### src/hw/rtl/rlgbe_pkg.sv
// Shared types, constants and the gamma table of the LED bit encoder.
`default_nettype none

package rlgbe_pkg;

    // Field widths of the pixel and symbol words.
    localparam int INDEX_W   = 16;
    localparam int COLOR_W   = 24;
    localparam int CHAN_W    = 8;
    localparam int CODE_W    = 8;
    localparam int SLOT_W    = 5;
    localparam int CFG_IDX_W = 8;
    localparam int CFG_DAT_W = 16;

    // Symbols per pixel, green MSB first and blue LSB last.
    localparam int BITS_PER_PIXEL = 24;
    localparam logic [SLOT_W-1:0] LAST_SLOT = SLOT_W'(BITS_PER_PIXEL - 1);

    // Default depth of the queue between front and back.
    localparam int QUEUE_DEPTH_DEF = 2;

    // Register reset values.
    localparam logic [CHAN_W-1:0]  BRIGHTNESS_RST = 8'd255;
    localparam logic [CODE_W-1:0]  ONE_CODE_RST   = 8'd248;
    localparam logic [CODE_W-1:0]  ZERO_CODE_RST  = 8'd192;
    localparam logic [INDEX_W-1:0] STRIP_LEN_RST  = 16'd64;

    // Register indexes of the configuration port.
    typedef enum logic [CFG_IDX_W-1:0] {
        CFG_BRIGHTNESS = 8'd0,
        CFG_ONE_CODE   = 8'd1,
        CFG_ZERO_CODE  = 8'd2,
        CFG_STRIP_LEN  = 8'd3
    } t_cfg_reg;

    // Current register values as seen by the datapath.
    typedef struct packed {
        logic [CHAN_W-1:0]  brightness;
        logic [CODE_W-1:0]  one_code;
        logic [CODE_W-1:0]  zero_code;
        logic [INDEX_W-1:0] strip_len;
    } t_cfg;

    // One corrected pixel waiting for serialization.
    typedef struct packed {
        logic [INDEX_W-1:0] index;
        logic [COLOR_W-1:0] word;
    } t_entry;

    // Gamma 2.8 curve, entry i = round(255 * (i/255)^2.8).
    localparam logic [CHAN_W-1:0] GAMMA_ROM [256] = '{
        8'd0,8'd0,8'd0,8'd0,8'd0,8'd0,8'd0,8'd0,8'd0,8'd0,8'd0,8'd0,8'd0,8'd0,8'd0,8'd0,
        8'd0,8'd0,8'd0,8'd0,8'd0,8'd0,8'd0,8'd0,8'd0,8'd0,8'd0,8'd0,8'd1,8'd1,8'd1,8'd1,
        8'd1,8'd1,8'd1,8'd1,8'd1,8'd1,8'd1,8'd1,8'd1,8'd2,8'd2,8'd2,8'd2,8'd2,8'd2,8'd2,
        8'd2,8'd3,8'd3,8'd3,8'd3,8'd3,8'd3,8'd3,8'd4,8'd4,8'd4,8'd4,8'd4,8'd5,8'd5,8'd5,
        8'd5,8'd6,8'd6,8'd6,8'd6,8'd7,8'd7,8'd7,8'd7,8'd8,8'd8,8'd8,8'd9,8'd9,8'd9,8'd10,
        8'd10,8'd10,8'd11,8'd11,8'd11,8'd12,8'd12,8'd13,
        8'd13,8'd13,8'd14,8'd14,8'd15,8'd15,8'd16,8'd16,
        8'd17,8'd17,8'd18,8'd18,8'd19,8'd19,8'd20,8'd20,
        8'd21,8'd21,8'd22,8'd22,8'd23,8'd24,8'd24,8'd25,
        8'd25,8'd26,8'd27,8'd27,8'd28,8'd29,8'd29,8'd30,
        8'd31,8'd32,8'd32,8'd33,8'd34,8'd35,8'd35,8'd36,
        8'd37,8'd38,8'd39,8'd39,8'd40,8'd41,8'd42,8'd43,
        8'd44,8'd45,8'd46,8'd47,8'd48,8'd49,8'd50,8'd50,
        8'd51,8'd52,8'd54,8'd55,8'd56,8'd57,8'd58,8'd59,
        8'd60,8'd61,8'd62,8'd63,8'd64,8'd66,8'd67,8'd68,
        8'd69,8'd70,8'd72,8'd73,8'd74,8'd75,8'd77,8'd78,
        8'd79,8'd81,8'd82,8'd83,8'd85,8'd86,8'd87,8'd89,
        8'd90,8'd92,8'd93,8'd95,8'd96,8'd98,8'd99,8'd101,
        8'd102,8'd104,8'd105,8'd107,8'd109,8'd110,8'd112,8'd114,
        8'd115,8'd117,8'd119,8'd120,8'd122,8'd124,8'd126,8'd127,
        8'd129,8'd131,8'd133,8'd135,8'd137,8'd138,8'd140,8'd142,
        8'd144,8'd146,8'd148,8'd150,8'd152,8'd154,8'd156,8'd158,
        8'd160,8'd162,8'd164,8'd167,8'd169,8'd171,8'd173,8'd175,
        8'd177,8'd180,8'd182,8'd184,8'd186,8'd189,8'd191,8'd193,
        8'd196,8'd198,8'd200,8'd203,8'd205,8'd208,8'd210,8'd212,
        8'd215,8'd217,8'd220,8'd223,8'd225,8'd228,8'd231,8'd233,
        8'd236,8'd239,8'd241,8'd244,8'd247,8'd249,8'd252,8'd255
    };

endpackage

`default_nettype wire

### src/hw/rtl/rlgbe_if.sv
// Handshake interfaces for the pixel, symbol and configuration channels.
`default_nettype none

// Pixel write channel.
interface rlgbe_pix_if import rlgbe_pkg::*; ();
    logic               valid;
    logic               ready;
    logic [INDEX_W-1:0] pixel_index;
    logic [COLOR_W-1:0] pixel_color;

    modport source (output valid, output pixel_index, output pixel_color, input ready);
    modport sink   (input valid, input pixel_index, input pixel_color, output ready);
endinterface

// Code symbol channel.
interface rlgbe_sym_if import rlgbe_pkg::*; ();
    logic               valid;
    logic               ready;
    logic [INDEX_W-1:0] out_index;
    logic [SLOT_W-1:0]  bit_slot;
    logic [CODE_W-1:0]  code_symbol;
    logic               last_of_pixel;

    modport source (output valid, output out_index, output bit_slot, output code_symbol,
                    output last_of_pixel, input ready);
    modport sink   (input valid, input out_index, input bit_slot, input code_symbol,
                    input last_of_pixel, output ready);
endinterface

// Register write channel.
interface rlgbe_cfg_if import rlgbe_pkg::*; ();
    logic                 valid;
    logic                 ready;
    logic [CFG_IDX_W-1:0] index;
    logic [CFG_DAT_W-1:0] data;

    modport source (output valid, output index, output data, input ready);
    modport sink   (input valid, input index, input data, output ready);
endinterface

`default_nettype wire

### src/hw/rtl/rgb_led_gamma_bit_encoder.sv
// Top level of the RGB LED gamma bit encoder.
// Each accepted pixel word whose index is below the configured strip length is scaled
// by brightness, gamma-corrected and sent as 24 code symbols (green, red, blue, MSB
// first), one symbol per clock while the sink is ready; words with an index at or above
// it are taken and dropped. The serializer sets the rate, with no gap between pixels
// while the sink is ready. From acceptance, a word passes through the front-end stage
// register, the queue and the serializer's shift and output registers. The front end
// keeps taking words while the serializer works, until its stage and the queue are full.
// Configuration writes are taken in any cycle and should be made while idle.
`default_nettype none

module rgb_led_gamma_bit_encoder import rlgbe_pkg::*; #(
    parameter int QUEUE_DEPTH = QUEUE_DEPTH_DEF
) (
    input  wire i_clk,
    input  wire i_rst_n,
    rlgbe_cfg_if.sink   i_cfg,
    rlgbe_pix_if.sink   i_pix,
    rlgbe_sym_if.source o_sym
);

    t_cfg   cfg;
    logic   q_ready;
    logic   q_push;
    t_entry q_in;
    logic   q_valid;
    logic   q_pop;
    t_entry q_out;

    // Register file.
    rlgbe_cfg u_cfg (
        .i_clk   (i_clk),
        .i_rst_n (i_rst_n),
        .i_cfg   (i_cfg),
        .o_cfg   (cfg)
    );

    // Range check, scaling and gamma.
    rlgbe_front u_front (
        .i_clk     (i_clk),
        .i_rst_n   (i_rst_n),
        .i_pix     (i_pix),
        .i_cfg     (cfg),
        .i_q_ready (q_ready),
        .o_push    (q_push),
        .o_entry   (q_in)
    );

    // Decoupling queue.
    rlgbe_queue #(
        .DEPTH (QUEUE_DEPTH)
    ) u_queue (
        .i_clk   (i_clk),
        .i_rst_n (i_rst_n),
        .i_push  (q_push),
        .i_entry (q_in),
        .o_ready (q_ready),
        .i_pop   (q_pop),
        .o_valid (q_valid),
        .o_entry (q_out)
    );

    // Symbol serializer.
    rlgbe_back u_back (
        .i_clk     (i_clk),
        .i_rst_n   (i_rst_n),
        .i_cfg     (cfg),
        .i_q_valid (q_valid),
        .i_q_entry (q_out),
        .o_pop     (q_pop),
        .o_sym     (o_sym)
    );

endmodule

`default_nettype wire

### src/hw/rtl/rlgbe_cfg.sv
// Configuration register file of the LED bit encoder.
`default_nettype none

module rlgbe_cfg import rlgbe_pkg::*; (
    input  wire  i_clk,
    input  wire  i_rst_n,
    rlgbe_cfg_if.sink i_cfg,
    output t_cfg o_cfg
);

    t_cfg r_cfg;

    // Writes are always taken; unknown indexes are ignored.
    assign i_cfg.ready = 1'b1;
    assign o_cfg       = r_cfg;

    // Register writes.
    always_ff @(posedge i_clk) begin
        if (!i_rst_n) begin
            r_cfg.brightness <= BRIGHTNESS_RST;
            r_cfg.one_code   <= ONE_CODE_RST;
            r_cfg.zero_code  <= ZERO_CODE_RST;
            r_cfg.strip_len  <= STRIP_LEN_RST;
        end else if (i_cfg.valid) begin
            case (i_cfg.index)
                CFG_BRIGHTNESS: r_cfg.brightness <= i_cfg.data[CHAN_W-1:0];
                CFG_ONE_CODE:   r_cfg.one_code   <= i_cfg.data[CODE_W-1:0];
                CFG_ZERO_CODE:  r_cfg.zero_code  <= i_cfg.data[CODE_W-1:0];
                CFG_STRIP_LEN:  r_cfg.strip_len  <= i_cfg.data[INDEX_W-1:0];
                default: begin
                end
            endcase
        end
    end

endmodule

`default_nettype wire

### src/hw/rtl/rlgbe_front.sv
// Front end: accepts pixel words, drops out-of-range indexes, scales and gamma-corrects.
`default_nettype none

module rlgbe_front import rlgbe_pkg::*; (
    input  wire    i_clk,
    input  wire    i_rst_n,
    rlgbe_pix_if.sink i_pix,
    input  t_cfg   i_cfg,
    input  wire    i_q_ready,
    output logic   o_push,
    output t_entry o_entry
);

    logic               r_valid;
    logic [INDEX_W-1:0] r_index;
    logic [CHAN_W-1:0]  r_scaled [3];

    logic               accept;
    logic               keep;
    logic [2*CHAN_W-1:0] prod [3];

    // The stage frees when its word moves into the queue.
    assign i_pix.ready = !r_valid || i_q_ready;
    assign accept      = i_pix.valid && i_pix.ready;
    assign keep        = accept && (i_pix.pixel_index < i_cfg.strip_len);

    // Brightness scaling per channel: 0 red, 1 green, 2 blue.
    always_comb begin
        for (int c = 0; c < 3; c++) begin
            prod[c] = i_pix.pixel_color[(2-c)*CHAN_W +: CHAN_W] * i_cfg.brightness;
        end
    end

    // Scaled channel register.
    always_ff @(posedge i_clk) begin
        if (!i_rst_n) begin
            r_valid <= 1'b0;
        end else begin
            r_valid <= keep || (r_valid && !i_q_ready);
        end
        if (keep) begin
            r_index <= i_pix.pixel_index;
            for (int c = 0; c < 3; c++) begin
                r_scaled[c] <= prod[c][2*CHAN_W-1:CHAN_W];
            end
        end
    end

    // Gamma lookup and packing in green, red, blue order.
    assign o_push        = r_valid && i_q_ready;
    assign o_entry.index = r_index;
    assign o_entry.word  = {GAMMA_ROM[r_scaled[1]], GAMMA_ROM[r_scaled[0]],
                            GAMMA_ROM[r_scaled[2]]};

endmodule

`default_nettype wire

### src/hw/rtl/rlgbe_queue.sv
// Short queue of corrected pixels between the front end and the serializer.
`default_nettype none

module rlgbe_queue import rlgbe_pkg::*; #(
    parameter int DEPTH = QUEUE_DEPTH_DEF
) (
    input  wire    i_clk,
    input  wire    i_rst_n,
    input  wire    i_push,
    input  t_entry i_entry,
    output logic   o_ready,
    input  wire    i_pop,
    output logic   o_valid,
    output t_entry o_entry
);

    localparam int PTR_W = (DEPTH > 1) ? $clog2(DEPTH) : 1;
    localparam int CNT_W = $clog2(DEPTH + 1);

    t_entry             r_mem [DEPTH];
    logic [PTR_W-1:0]   r_wr_ptr;
    logic [PTR_W-1:0]   r_rd_ptr;
    logic [CNT_W-1:0]   r_count;
    logic [PTR_W-1:0]   n_wr_ptr;
    logic [PTR_W-1:0]   n_rd_ptr;

    assign o_ready = (r_count != CNT_W'(DEPTH));
    assign o_valid = (r_count != '0);
    assign o_entry = r_mem[r_rd_ptr];

    // Pointer wrap at the queue depth.
    assign n_wr_ptr = (r_wr_ptr == PTR_W'(DEPTH - 1)) ? '0 : r_wr_ptr + 1'b1;
    assign n_rd_ptr = (r_rd_ptr == PTR_W'(DEPTH - 1)) ? '0 : r_rd_ptr + 1'b1;

    // Pointers and fill count.
    always_ff @(posedge i_clk) begin
        if (!i_rst_n) begin
            r_wr_ptr <= '0;
            r_rd_ptr <= '0;
            r_count  <= '0;
        end else begin
            if (i_push) begin
                r_wr_ptr <= n_wr_ptr;
            end
            if (i_pop) begin
                r_rd_ptr <= n_rd_ptr;
            end
            if (i_push && !i_pop) begin
                r_count <= r_count + 1'b1;
            end else if (i_pop && !i_push) begin
                r_count <= r_count - 1'b1;
            end
        end
    end

    // Entry storage.
    always_ff @(posedge i_clk) begin
        if (i_push) begin
            r_mem[r_wr_ptr] <= i_entry;
        end
    end

endmodule

`default_nettype wire

### src/hw/rtl/rlgbe_back.sv
// Back end: shifts each corrected pixel out as 24 code symbols through an output register.
`default_nettype none

module rlgbe_back import rlgbe_pkg::*; (
    input  wire    i_clk,
    input  wire    i_rst_n,
    input  t_cfg   i_cfg,
    input  wire    i_q_valid,
    input  t_entry i_q_entry,
    output logic   o_pop,
    rlgbe_sym_if.source o_sym
);

    logic                      r_busy;
    logic [INDEX_W-1:0]        r_index;
    logic [BITS_PER_PIXEL-1:0] r_word;
    logic [SLOT_W-1:0]         r_slot;

    logic                      r_out_valid;
    logic [INDEX_W-1:0]        r_out_index;
    logic [SLOT_W-1:0]         r_out_slot;
    logic [CODE_W-1:0]         r_out_code;
    logic                      r_out_last;

    logic                      advance;
    logic                      at_last;

    // One symbol leaves per cycle whenever the output register can take it.
    assign advance = r_busy && (!r_out_valid || o_sym.ready);
    assign at_last = (r_slot == LAST_SLOT);
    assign o_pop   = i_q_valid && (!r_busy || (advance && at_last));

    assign o_sym.valid         = r_out_valid;
    assign o_sym.out_index     = r_out_index;
    assign o_sym.bit_slot      = r_out_slot;
    assign o_sym.code_symbol   = r_out_code;
    assign o_sym.last_of_pixel = r_out_last;

    // Shift register and slot counter of the pixel in flight.
    always_ff @(posedge i_clk) begin
        if (!i_rst_n) begin
            r_busy <= 1'b0;
        end else if (o_pop) begin
            r_busy <= 1'b1;
        end else if (advance && at_last) begin
            r_busy <= 1'b0;
        end
        if (o_pop) begin
            r_index <= i_q_entry.index;
            r_word  <= i_q_entry.word;
            r_slot  <= '0;
        end else if (advance) begin
            r_word <= {r_word[BITS_PER_PIXEL-2:0], 1'b0};
            r_slot <= r_slot + 1'b1;
        end
    end

    // Output register.
    always_ff @(posedge i_clk) begin
        if (!i_rst_n) begin
            r_out_valid <= 1'b0;
        end else if (advance) begin
            r_out_valid <= 1'b1;
        end else if (o_sym.ready) begin
            r_out_valid <= 1'b0;
        end
        if (advance) begin
            r_out_index <= r_index;
            r_out_slot  <= r_slot;
            r_out_code  <= r_word[BITS_PER_PIXEL-1] ? i_cfg.one_code : i_cfg.zero_code;
            r_out_last  <= at_last;
        end
    end

    // The last flag marks exactly the final slot of a pixel.
    a_last_slot: assert property (@(posedge i_clk) disable iff (!i_rst_n)
        r_out_valid |-> (r_out_last == (r_out_slot == LAST_SLOT)))
        else $error("last flag does not match the final slot");

    // A pixel stays in flight until its final symbol is sent.
    a_busy_hold: assert property (@(posedge i_clk) disable iff (!i_rst_n)
        (r_busy && !at_last) |=> r_busy)
        else $error("pixel dropped before its final symbol");

    // A new pixel is taken only when the previous one is finished.
    a_pop_gap: assert property (@(posedge i_clk) disable iff (!i_rst_n)
        (o_pop && r_busy) |-> (advance && at_last))
        else $error("pixel loaded over one in flight");

    // Consecutive symbols of one pixel count up by one.
    a_slot_step: assert property (@(posedge i_clk) disable iff (!i_rst_n)
        (advance && !at_last) |=> (r_slot == $past(r_slot) + 1'b1))
        else $error("slot counter skipped");

endmodule

`default_nettype wire

### src/flat_wrapper.sv
// flat-port wrapper written by rule: the top's interface ports become plain ports
module rgb_led_gamma_bit_encoder_flat import rlgbe_pkg::*;
#(
    parameter int QUEUE_DEPTH = QUEUE_DEPTH_DEF
)
  (i_clk, i_rst_n, i_cfg_valid, i_cfg_index, i_cfg_data, i_cfg_ready, i_pix_valid, i_pix_pixel_index, i_pix_pixel_color, i_pix_ready, o_sym_valid, o_sym_out_index, o_sym_bit_slot, o_sym_code_symbol, o_sym_last_of_pixel, o_sym_ready);
  rlgbe_cfg_if i_cfg_i ();
  rlgbe_pix_if i_pix_i ();
  rlgbe_sym_if o_sym_i ();
  input  wire i_clk;
  input  wire i_rst_n;
  input wire logic [$bits(i_cfg_i.valid)-1:0] i_cfg_valid;
  input wire logic [$bits(i_cfg_i.index)-1:0] i_cfg_index;
  input wire logic [$bits(i_cfg_i.data)-1:0] i_cfg_data;
  output wire logic [$bits(i_cfg_i.ready)-1:0] i_cfg_ready;
  input wire logic [$bits(i_pix_i.valid)-1:0] i_pix_valid;
  input wire logic [$bits(i_pix_i.pixel_index)-1:0] i_pix_pixel_index;
  input wire logic [$bits(i_pix_i.pixel_color)-1:0] i_pix_pixel_color;
  output wire logic [$bits(i_pix_i.ready)-1:0] i_pix_ready;
  output wire logic [$bits(o_sym_i.valid)-1:0] o_sym_valid;
  output wire logic [$bits(o_sym_i.out_index)-1:0] o_sym_out_index;
  output wire logic [$bits(o_sym_i.bit_slot)-1:0] o_sym_bit_slot;
  output wire logic [$bits(o_sym_i.code_symbol)-1:0] o_sym_code_symbol;
  output wire logic [$bits(o_sym_i.last_of_pixel)-1:0] o_sym_last_of_pixel;
  input wire logic [$bits(o_sym_i.ready)-1:0] o_sym_ready;
  assign i_cfg_i.valid = i_cfg_valid;
  assign i_cfg_i.index = i_cfg_index;
  assign i_cfg_i.data = i_cfg_data;
  assign i_cfg_ready = i_cfg_i.ready;
  assign i_pix_i.valid = i_pix_valid;
  assign i_pix_i.pixel_index = i_pix_pixel_index;
  assign i_pix_i.pixel_color = i_pix_pixel_color;
  assign i_pix_ready = i_pix_i.ready;
  assign o_sym_valid = o_sym_i.valid;
  assign o_sym_out_index = o_sym_i.out_index;
  assign o_sym_bit_slot = o_sym_i.bit_slot;
  assign o_sym_code_symbol = o_sym_i.code_symbol;
  assign o_sym_last_of_pixel = o_sym_i.last_of_pixel;
  assign o_sym_i.ready = o_sym_ready;
  rgb_led_gamma_bit_encoder #(.QUEUE_DEPTH(QUEUE_DEPTH)) u_core (.i_clk(i_clk), .i_rst_n(i_rst_n), .i_cfg(i_cfg_i), .i_pix(i_pix_i), .o_sym(o_sym_i));
endmodule
### config.mk
export PLATFORM = sky130hd
export DESIGN_NAME = rgb_led_gamma_bit_encoder_flat
export DESIGN_NICKNAME = d
export VERILOG_FILES = /design/src/hw/rtl/rlgbe_pkg.sv /design/src/hw/rtl/rlgbe_if.sv /design/src/hw/rtl/rgb_led_gamma_bit_encoder.sv /design/src/hw/rtl/rlgbe_cfg.sv /design/src/hw/rtl/rlgbe_front.sv /design/src/hw/rtl/rlgbe_queue.sv /design/src/hw/rtl/rlgbe_back.sv /design/src/flat_wrapper.sv
export SDC_FILE = /design/constraint.sdc
export NUM_CORES = 1
export LEC_CHECK = 0
export CORE_MARGIN = 1
export CORE_UTILIZATION = 34
export DETAILED_ROUTE_END_ITERATION = 12
export DONT_BUFFER_PORTS = 1
export PLACE_DENSITY = 0.48
export SLEW_MARGIN = 20
export SYNTH_ARGS = -nofsm -noshare
export SYNTH_HDL_FRONTEND = slang
export SYNTH_SLANG_ARGS = --single-unit
### constraint.sdc
create_clock -name i_clk -period 4.6 [get_ports i_clk]
set_input_delay 0.23 -clock i_clk [delete_from_list [all_inputs] [get_ports i_clk]]
set_output_delay 0.23 -clock i_clk [all_outputs]
set_load 0.01 [all_outputs]
==> results.json, run 1 <==
{
  "vias_per_cell": 5.19,
  "ys_types": 75,
  "fmax_ghz": 0.226,
  "crit_arrival_ps": 4730,
  "hold_viol_final": 0,
  "gr-total-overflow": 0,
  "crit_family": "adder cells",
  "rsz0062_at_grt": "no",
  "crit_path_max_fanout": 11,
  "dr_total_vias": 14069,
  "core_mm2": 0.0554,
  "internal_power_uw": 7520,
  "syn_inst": 1934,
  "grt_pass1_vias": 13756,
  "synth.avg_cell_area_um2": 9.93,
  "ys_top_cells_by_area": "edfxtp_1 30%, ha_1 11%, fa_1 11%, dfxtp_1 5.5%, and2_1 5.0%",
  "tightest_slew_ps": 890,
  "multi_input_area_mm2": 0.0113,
  "drive_above_1_share_pct": 7.59,
  "critPathLaunchType": "register",
  "initial_core_util_pct": 34.6,
  "maxCapViolCount": 0,
  "ant_nets": 0,
  "ir_drop_mv": 0.307,
  "tns_ps": 0,
  "route.detailed.drc": 0,
  "die_area_mm2": 0.0574,
  "portBuffers": 0,
  "grtUsageTotal_pct": 16.6,
  "dieWidth_um": 240,
  "num_io_pins": 102,
  "relSlewSlack_pct": 40.6,
  "post-dp-hpwl_um": 33800,
  "yosysSeqAreaShare_pct": 35.2,
  "p_seq_share_pct": 27.1,
  "synth_top_area_share_pct": 29.7,
  "grt_max_degree": 58,
  "async_flop_share_pct": 0,
  "grt_pass1_wl_um": 77200,
  "critPathBufInv": 3,
  "initialDrtViolationCount": 1108,
  "hold_class": "input pin to register",
  "synth_edf_count": 190,
  "cts.sinks": 243,
  "syn_area_mm2": 0.0192,
  "gp_congestion": 0.889,
  "num-nets-final": 2290,
  "endpoint_kind": "register",
  "antenna_cells": 0,
  "synth_top_flop_cell": "edfxtp_1",
  "drt_pre_antenna_iters": 5,
  "cp.required_ps": 4900,
  "leakage_uw": 0.00876,
  "cts_tree": "yes",
  "rows": 86,
  "status": "completed",
  "clk_latency_ps": 570,
  "p_switching_uw": 5630,
  "finalCriticalPeriod_ps": 4430,
  "ys_ff_latch": 243,
  "fin_skew_ps": 30.1,
  "synth_nets": 2281,
  "yosys.area.top_type": "edfxtp_1",
  "area_growth_pct": 12.5,
  "crit_slowest_cell": "fa_1",
  "htreeDepth": 1,
  "chipHeight_um": 240,
  "power.density_mw_per_mm2": 608,
  "seqCellArea_mm2": 0.00678,
  "slew_viol_final": 0,
  "cts_root_buf": "clkbuf_16",
  "critPathKind": "register to register",
  "nFillCells": 5428,
  "slowest_delay_ps": 530,
  "wirelength_um": 47900,
  "wl_per_cell_um": 17.7,
  "numCtsBuffers": 28,
  "fin_util_pct": 39.0,
  "cp_cell_sequence": "buf_12 -> and2_1 -> fa_1 -> fa_1 -> fa_1 -> inv_1 -> fa_1 -> inv_1 -> ha_4 -> a21o_1 -> a31o_2 -> or3_4 -> a31o_4 -> a31oi_4 -> xnor2_1",
  "cts_max_path_buffers": 3,
  "combPwrFrac_pct": 54.6,
  "antenna_found_initial": 0,
  "path_clk_slew_ps": 60,
  "synth_warnings": 0,
  "swShare_pct": 42.8,
  "crit_path_frequent_cell": "fa_1",
  "setup_viol": 0,
  "fin_crit_sh_pct": 96.4,
  "clkPwrFrac_pct": 18.2
}
==> layout by cell type, fill, tap and decap left out, types with 46 or more instances in the layout <==
cell type / count
and2_1: 151
edfxtp_1: 190
buf_4: 47
nand2_1: 169
inv_1: 176
a21oi_1: 108
mux2i_1: 78
ha_1: 172
dfxtp_1: 48
nor2_1: 80
nor2b_1: 46
o21ai_0: 102
fa_1: 104
==> state kept, by name, indices dropped and copies added, names as in the netlist, named ones only <==
| name | flops |
|---|---|
| u_core.u_front.r_valid | 1 |
| u_core.u_back.r_busy | 1 |
| u_core.u_cfg.o_cfg | 40 |
| u_core.u_back.o_sym.bit_slot | 5 |
| u_core.u_back.r_slot | 5 |
| u_core.u_back.o_sym.last_of_pixel | 1 |
| u_core.u_back.o_sym.valid | 1 |
| u_core.u_back.o_sym.code_symbol | 8 |
| u_core.u_back.r_word | 24 |
| u_core.u_queue.r_mem | 80 |
| u_core.u_queue.r_rd_ptr | 1 |
| u_core.u_front.r_scaled | 24 |
| u_core.u_back.r_index | 16 |
| u_core.u_queue.r_wr_ptr | 1 |
| u_core.u_queue.r_count | 2 |
| u_core.u_front.r_index | 16 |
| u_core.u_back.o_sym.out_index | 16 |
==> cell usage after synthesis, drive strengths merged (10+ instances only) <==
library cell	n
edfxtp	190
inv	176
ha	173
nand2	169
and2	152
a21oi	109
fa	105
o21ai	105
nor2	81
mux2i	78
clkbuf	69
dfxtp	53
buf	48
nor2b	47
nand2b	29
a211oi	27
mux2	27
nor3	25
o211ai	22
nand3	18
xnor2	18
xor2	15
a31oi	14
a211o	13
o311ai	12
o22ai	11
a21o	10
a221oi	10
nand4	10
==> cell families after synthesis <==
| logic type | share of synthesized area [%] |
|---|---|
| AND/OR/NAND/NOR | 15.3 |
| AO/OA/AOI/OAI | 13.8 |
| buffers and inverters | 6.20 |
| adder cells (fa/ha/maj) | 22.3 |
| flip-flops | 35.2 |
| multiplexers | 5.65 |
| XOR/XNOR | 1.51 |
| other | 0.0195 |
==> cell type report <==
class / instances / area share (%)
clock buffer: 33 / 3.33
tap: 748 / 4.33
timing repair buffer: 96 / 4.16
sequential: 243 / 31.4
clock inverter: 18 / 1.28
inverter: 178 / 3.09
multi-input combinational: 1396 / 52.4
==> power by group through the flow <==
stage / sequential (uW) / combinational, uW / clock (uW)
6_report: 3570 / 7180 / 2400
5_1_grt: 3620 / 8100 / 2550
4_1_cts: 3570 / 7050 / 2460
3_5_place_dp: 3610 / 6980 / 0
2_1_floorplan: 3440 / 5350 / 0
3_3_place_gp: 3610 / 6940 / 0
==> layer usage <==
metal  wire (um)  vias up  track usage [%]
met3        1940       48             1.84
met1       23000     6916             24.2
met2       22300      318             26.5
li1            -     6787                -
met4         668        0             3.21
met5           0        -                0
==> stage by stage <==
step	instances	area [um2]	setup WS, ps	total power [uW]	hold WS [ps]
after floorplan	1934	19200	64.2	8790	329
after global placement	2614	20000	109	10600	297
after detailed placement	2614	20000	50.8	10600	301
after CTS	2709	21500	4.04	13100	37.3
after global routing	2712	21600	5.81	14300	59.2
final	2712	21600	167	13100	63.9
==> final timing paths <==
path / startpoint / endpoint / slack [ps] / depth (start not counted)
min reg2reg: u_core.u_back.r_index[5] / u_core.u_back.o_sym.out_index[5] / 420 / 0
max reg2reg: u_core.u_cfg.o_cfg[35] / u_core.u_front.r_scaled[0][7] / 170 / 15
min: i_pix_valid / u_core.u_front.r_valid / 60 / 4
max: u_core.u_cfg.o_cfg[35] / u_core.u_front.r_scaled[0][7] / 170 / 15
==> worst register-to-register path, cell delays in order, from the launching register on <==
cell	delay [ps]
dfxtp_4	370
buf_12	140
and2_1	150
fa_1	530
fa_1	440
fa_1	520
inv_1	50
fa_1	470
inv_1	60
ha_4	210
a21o_1	190
a31o_2	260
or3_4	330
a31o_4	220
a31oi_4	150
xnor2_1	70
==> timing repair <==
| item | 4_1_cts | 5_1_grt |
|---|---|---|
| gates resized for setup | 0 | 18 |
| setup buffers | 0 | 2 |
| endpoints found under the setup margin | 0 | 7 |
| endpoints found under the hold margin | 64 | 0 |
| hold buffers | 44 | 0 |
No activity file was read; power rests on OpenSTA's default activity.
==> run 2: changes to the inputs <==
--- a/config.mk
+++ b/config.mk
@@ -5,6 +5,7 @@
 export SDC_FILE = /design/constraint.sdc
 export NUM_CORES = 1
 export LEC_CHECK = 0
+export ABC_AREA = 1
 export CORE_MARGIN = 1
 export CORE_UTILIZATION = 34
 export DETAILED_ROUTE_END_ITERATION = 12
==> results.json, run 2 <==
{
  "rr_worst_depth": 16,
  "grt_pass1_vias": 15176,
  "power.density_mw_per_mm2": 606,
  "swShare_pct": 46.3,
  "tns_ps": 0,
  "synthTopCellsByCount": "687 x nand2_1, 443 x inv_1, 190 x edfxtp_1",
  "ys_top_cells_by_area": "edfxtp_1 29%, nand2_1 13%, ha_1 11%, fa_1 11%, inv_1 8.5%",
  "num_io_pins": 102,
  "num-nets-final": 2809,
  "clkPwrFrac_pct": 17.6,
  "cts.sinks": 243,
  "slew_viol_final": 0,
  "mostFrequentLayoutCell": "nand2_1",
  "hold_viol_final": 0,
  "portBuffers": 0,
  "htreeDepth": 1,
  "rsz0062_at_grt": "no",
  "critPathKind": "register to register",
  "regMostFlops": "u_core.u_queue.r_mem",
  "grt_max_degree": 66,
  "combPwrFrac_pct": 54.2,
  "endpoint": "u_core.u_front.r_scaled[0][4]",
  "crit_arrival_ps": 4590,
  "ff2ff_setup_slack_ps": 310,
  "ys_types": 54,
  "post-dp-hpwl_um": 38100,
  "hold_class": "input pin to register",
  "finalCriticalPeriod_ps": 4290,
  "ant_nets": 0,
  "antenna_found_initial": 1,
  "initial_core_util_pct": 34.6,
  "fmax_ghz": 0.233,
  "numCtsBuffers": 28,
  "route.detailed.drc": 0,
  "rows": 87,
  "synth_nets": 2818,
  "nFillCells": 5890,
  "wl_met1_um": 24700,
  "synth.avg_cell_area_um2": 7.93,
  "clk_latency_ps": 570,
  "async_flop_share_pct": 0,
  "top_layer": "met4",
  "critPathLaunchType": "register",
  "ir_drop_mv": 0.292,
  "tightest_slew_ps": 944,
  "seqCellArea_mm2": 0.00677,
  "wl_met3_um": 2190,
  "synth_top_area_share_pct": 29.1,
  "die_area_mm2": 0.0586,
  "p_switching_uw": 6080,
  "gp_congestion": 0.897,
  "syn_inst": 2471,
  "drt_pre_antenna_iters": 8,
  "fin_crit_sh_pct": 93.2,
  "chipHeight_um": 242,
  "path_clk_slew_ps": 60,
  "dieWidth_um": 242,
  "core_mm2": 0.0566,
  "wirelength_um": 51400,
  "synth_warnings": 0,
  "setup_viol": 0,
  "endpoint_kind": "register",
  "internal_power_uw": 7040,
  "leakage_uw": 0.0105,
  "fin_skew_ps": 22.4,
  "crit_path_max_fanout": 12,
  "grtUsageTotal_pct": 17.5,
  "synth_top_flop_cell": "edfxtp_1",
  "ys_ff_latch": 243,
  "cts_root_buf": "clkbuf_16",
  "wl_met2_um": 23900,
  "synth.most_common_cell": "nand2_1",
  "cts_max_path_buffers": 3,
  "final_cell_mix": "686 x nand2_1, 442 x inv_1, 190 x edfxtp_1, 173 x ha_1, 139 x nor2_1",
  "p_seq_share_pct": 28.2,
  "timing.rr.start": "u_core.u_cfg.o_cfg[35]",
  "syn_area_mm2": 0.0196,
  "status": "completed",
  "yosysSeqAreaShare_pct": 34.5,
  "multi_input_area_mm2": 0.0106,
  "vias_per_cell": 4.85,
  "largest_reg_flops": 80,
  "synth_edf_count": 190,
  "antenna_cells": 0,
  "maxCapViolCount": 0,
  "cp.required_ps": 4910,
  "relSlewSlack_pct": 36.9,
  "gr-total-overflow": 0,
  "fin_util_pct": 38.2,
  "grt_pass1_wl_um": 83600,
  "wl_per_cell_um": 15.9,
  "area_growth_pct": 10.5,
  "worstSetupStartpoint": "u_core.u_cfg.o_cfg[35]",
  "cts_tree": "yes",
  "drive_above_1_share_pct": 4.15,
  "regToRegEndpoint": "u_core.u_front.r_scaled[0][4]",
  "dr_total_vias": 15698,
  "initialDrtViolationCount": 1115,
  "yosys.area.top_type": "edfxtp_1"
}
==> run 2: final cells by class <==
type	instances	share of cell area [%]
tap	756	4.37
multi-input combinational	1673	49.2
sequential	243	31.3
inverter	451	7.85
timing repair buffer	65	2.82
clock inverter	15	0.977
clock buffer	37	3.53
==> run 2: kinds of logic after synthesis <==
family	share of synthesized area, %
AOI/OAI and AO/OA	10.6
and+or+nand+nor	20.7
xor gates and xnor gates	0.939
buffers and inverters	11.2
adders and majority gates	21.8
other	0.0191
DFF	34.5
muxes	0.115
==> run 2: power by group through the flow <==
stage                     Sequential, uW  Combinational (uW)  Clock [uW]
after floorplan                     3460                5570           0
after global placement              3740                7080           0
after detailed placement            3750                7050           0
after CTS                           3700                7120        2380
after global routing                3760                8190        2470
final                               3700                7120        2310
==> run 2: what timing repair did <==
item                                    4_1_cts  5_1_grt
gates resized for setup                       0        1
endpoints found under the setup margin        0        2
setup buffers                                 0        0
hold buffers                                 40        0
endpoints found under the hold margin        64        0
==> run 2: worst min path at each step <==
stage	slack [ps]	to	cells after the start	startpoint
after floorplan	330	u_core.u_front.r_index[0]	0	i_pix_pixel_index[0]
after global placement	330	u_core.u_front.r_index[10]	0	i_pix_pixel_index[10]
after detailed placement	330	u_core.u_front.r_index[11]	0	i_pix_pixel_index[11]
after CTS	4	u_core.u_cfg.o_cfg[0]	4	i_cfg_index[1]
after global routing	40	u_core.u_cfg.o_cfg[0]	4	i_cfg_index[1]
final	20	u_core.u_cfg.o_cfg[0]	4	i_cfg_index[1]
==> run 2: critical path, cell delays in order (launching register included) <==
cell and delay [ps]:
dfxtp_1 610, buf_4 260, nand2_1 70, inv_1 80
fa_1 450, fa_1 500, fa_1 490, inv_1 50
fa_1 480, inv_1 40, ha_1 340, nand2_1 110
nor2_1 110, inv_1 50, nor3_1 170, nor2_1 80
xor2_1 140
==> run 2: metal layers <==
| layer | global-route usage, % | up-vias |
|---|---|---|
| li1 | - | 7887 |
| met1 | 25.1 | 7373 |
| met2 | 28.6 | 382 |
| met3 | 1.68 | 56 |
| met4 | 3.33 | 0 |
| met5 | 0 | - |
==> run 2: per-stage QoR <==
step,std cells,power [uW],hold slack (ps),worst slack (ps),area [um2]
4_1_cts,3240,13200,4.41,282,21600
2_1_floorplan,2471,9030,329,465,19600
3_3_place_gp,3148,10800,329,357,20200
5_1_grt,3240,14400,39.3,45.8,21600
6_report,3240,13100,19.8,313,21600
3_5_place_dp,3148,10800,329,304,20200
==> run 3: changes to the inputs <==
==> constraint.sdc (replaced) <==
create_clock -name i_clk -period 4.6 [get_ports i_clk]
set_input_delay 0.92 -clock i_clk [delete_from_list [all_inputs] [get_ports i_clk]]
set_output_delay 0.92 -clock i_clk [all_outputs]
set_load 0.01 [all_outputs]
==> results.json, run 3 (synthesized netlist as in run 2, its figures left out) <==
{
  "status": "completed",
  "relSlewSlack_pct": 37.7,
  "ff2ff_setup_slack_ps": 340,
  "fmax_ghz": 0.235,
  "place_ws_ps": 119,
  "die_area_mm2": 0.0586,
  "post-dp-hpwl_um": 37000,
  "leakage_uw": 0.0103,
  "clkPwrFrac_pct": 15.8,
  "portBuffers": 0,
  "clk_latency_ps": 560,
  "initialDrtViolationCount": 1013,
  "p_seq_share_pct": 29.3,
  "num-nets-final": 2770,
  "area_growth_pct": 7.92,
  "initial_core_util_pct": 34.6,
  "combPwrFrac_pct": 54.9,
  "route.detailed.drc": 0,
  "cts.sinks": 243,
  "mostFrequentLayoutCell": "nand2_1",
  "grt_max_degree": 66,
  "final_cell_mix": "686 x nand2_1, 442 x inv_1, 190 x edfxtp_1, 173 x ha_1, 139 x nor2_1",
  "power.density_mw_per_mm2": 603,
  "place_area_mm2": 0.0203,
  "hold_class": "register to register",
  "ir_drop_mv": 0.282,
  "antenna_found_initial": 0,
  "antenna_cells": 0,
  "drive_above_1_share_pct": 4.09,
  "gp_congestion": 0.941,
  "slew_viol_final": 0,
  "setup_viol": 0,
  "dieWidth_um": 242,
  "critPathLaunchType": "register",
  "endpoint_kind": "register",
  "cts_tree": "yes",
  "fin_ws_ps": 339,
  "path_clk_slew_ps": 60,
  "grt_pass1_vias": 15178,
  "grt_pass1_wl_um": 80900,
  "tns_ps": 0,
  "vias_per_cell": 4.87,
  "rsz0062_at_grt": "no",
  "grtUsageTotal_pct": 16.7,
  "tightest_slew_ps": 932,
  "critPathKind": "register to register",
  "finalPower_uw": 12800,
  "largest_reg_flops": 80,
  "wl_per_cell_um": 15.4,
  "fin_area_mm2": 0.0211,
  "gr-total-overflow": 0,
  "p_switching_uw": 6010,
  "cp.required_ps": 4900,
  "numCtsBuffers": 28,
  "fin_skew_ps": 21.7,
  "finalCriticalPeriod_ps": 4260,
  "internal_power_uw": 6740,
  "fin_crit_sh_pct": 92.6,
  "dr_total_vias": 15590,
  "crit_arrival_ps": 4560,
  "hold_viol_final": 0,
  "core_mm2": 0.0566,
  "rows": 87,
  "cts_max_path_buffers": 3,
  "maxCapViolCount": 0,
  "regMostFlops": "u_core.u_queue.r_mem",
  "chipHeight_um": 242,
  "cts_root_buf": "clkbuf_16",
  "num_io_pins": 102,
  "drt_pre_antenna_iters": 5,
  "htreeDepth": 1,
  "crit_path_max_fanout": 12,
  "wirelength_um": 49400,
  "swShare_pct": 47.1,
  "ant_nets": 0
}
run 3: worst paths after layout:
check                                start                               end  cells after the start
setup / recovery    u_core.u_cfg.o_cfg[35]     u_core.u_front.r_scaled[0][4]                     16
hold / removal    u_core.u_back.r_index[5]  u_core.u_back.o_sym.out_index[5]                      0
setup reg to reg    u_core.u_cfg.o_cfg[35]     u_core.u_front.r_scaled[0][4]                     16
hold reg to reg   u_core.u_back.r_index[5]  u_core.u_back.o_sym.out_index[5]                      0
run 3: cell type report:
cell class                      instances  area, um2
Fill cell                            5888      35500
Multi-Input combinational cell       1673      10600
Sequential cell                       243       6770
Inverter                              451       1700
Tap cell                              756        946
Clock buffer                           35        737
Timing Repair Buffer                   26        233
Clock inverter                         16        110
run 3: worst max-delay path: stages, from the launching register on:
cell and delay (ps):
dfxtp_2 550, buf_4 270, nand2_1 60, inv_1 70
fa_1 450, fa_1 510, fa_1 490, inv_1 50
fa_1 480, inv_1 40, ha_1 350, nand2_1 110
nor2_1 120, inv_1 60, nor3_1 170, nor2_1 80
xor2_1 140
run 3: power by group through the flow:
stage / logic (uW) / clock network, uW / registers [uW]
5_1_grt: 8050 / 2180 / 3790
3_5_place_dp: 6960 / 0 / 3770
4_1_cts: 7000 / 2100 / 3730
3_3_place_gp: 6970 / 0 / 3770
6_report: 7010 / 2010 / 3730
2_1_floorplan: 5570 / 0 / 3460
run 3: what timing repair did:
item,in CTS,in global routing
gates resized for setup,0,3
setup endpoints to repair,0,9
setup buffers,0,0
hold buffers,0,0
run 3: metrics by stage:
step | util (%) | cells | hold slack [ps]
2_1_floorplan | - | 2471 | 400
3_3_place_gp | 35.8 | 3149 | 402
3_5_place_dp | 35.8 | 3149 | 405
4_1_cts | 37.3 | 3200 | 415
5_1_grt | 37.3 | 3200 | 417
6_report | 37.3 | 3200 | 410
run 3: per-layer routing:
layer / wire, um / GRT usage, %
met5: 0 / 0
met4: 1020 / 4.26
met3: 2100 / 1.47
met2: 22600 / 27.7
met1: 23700 / 23.3
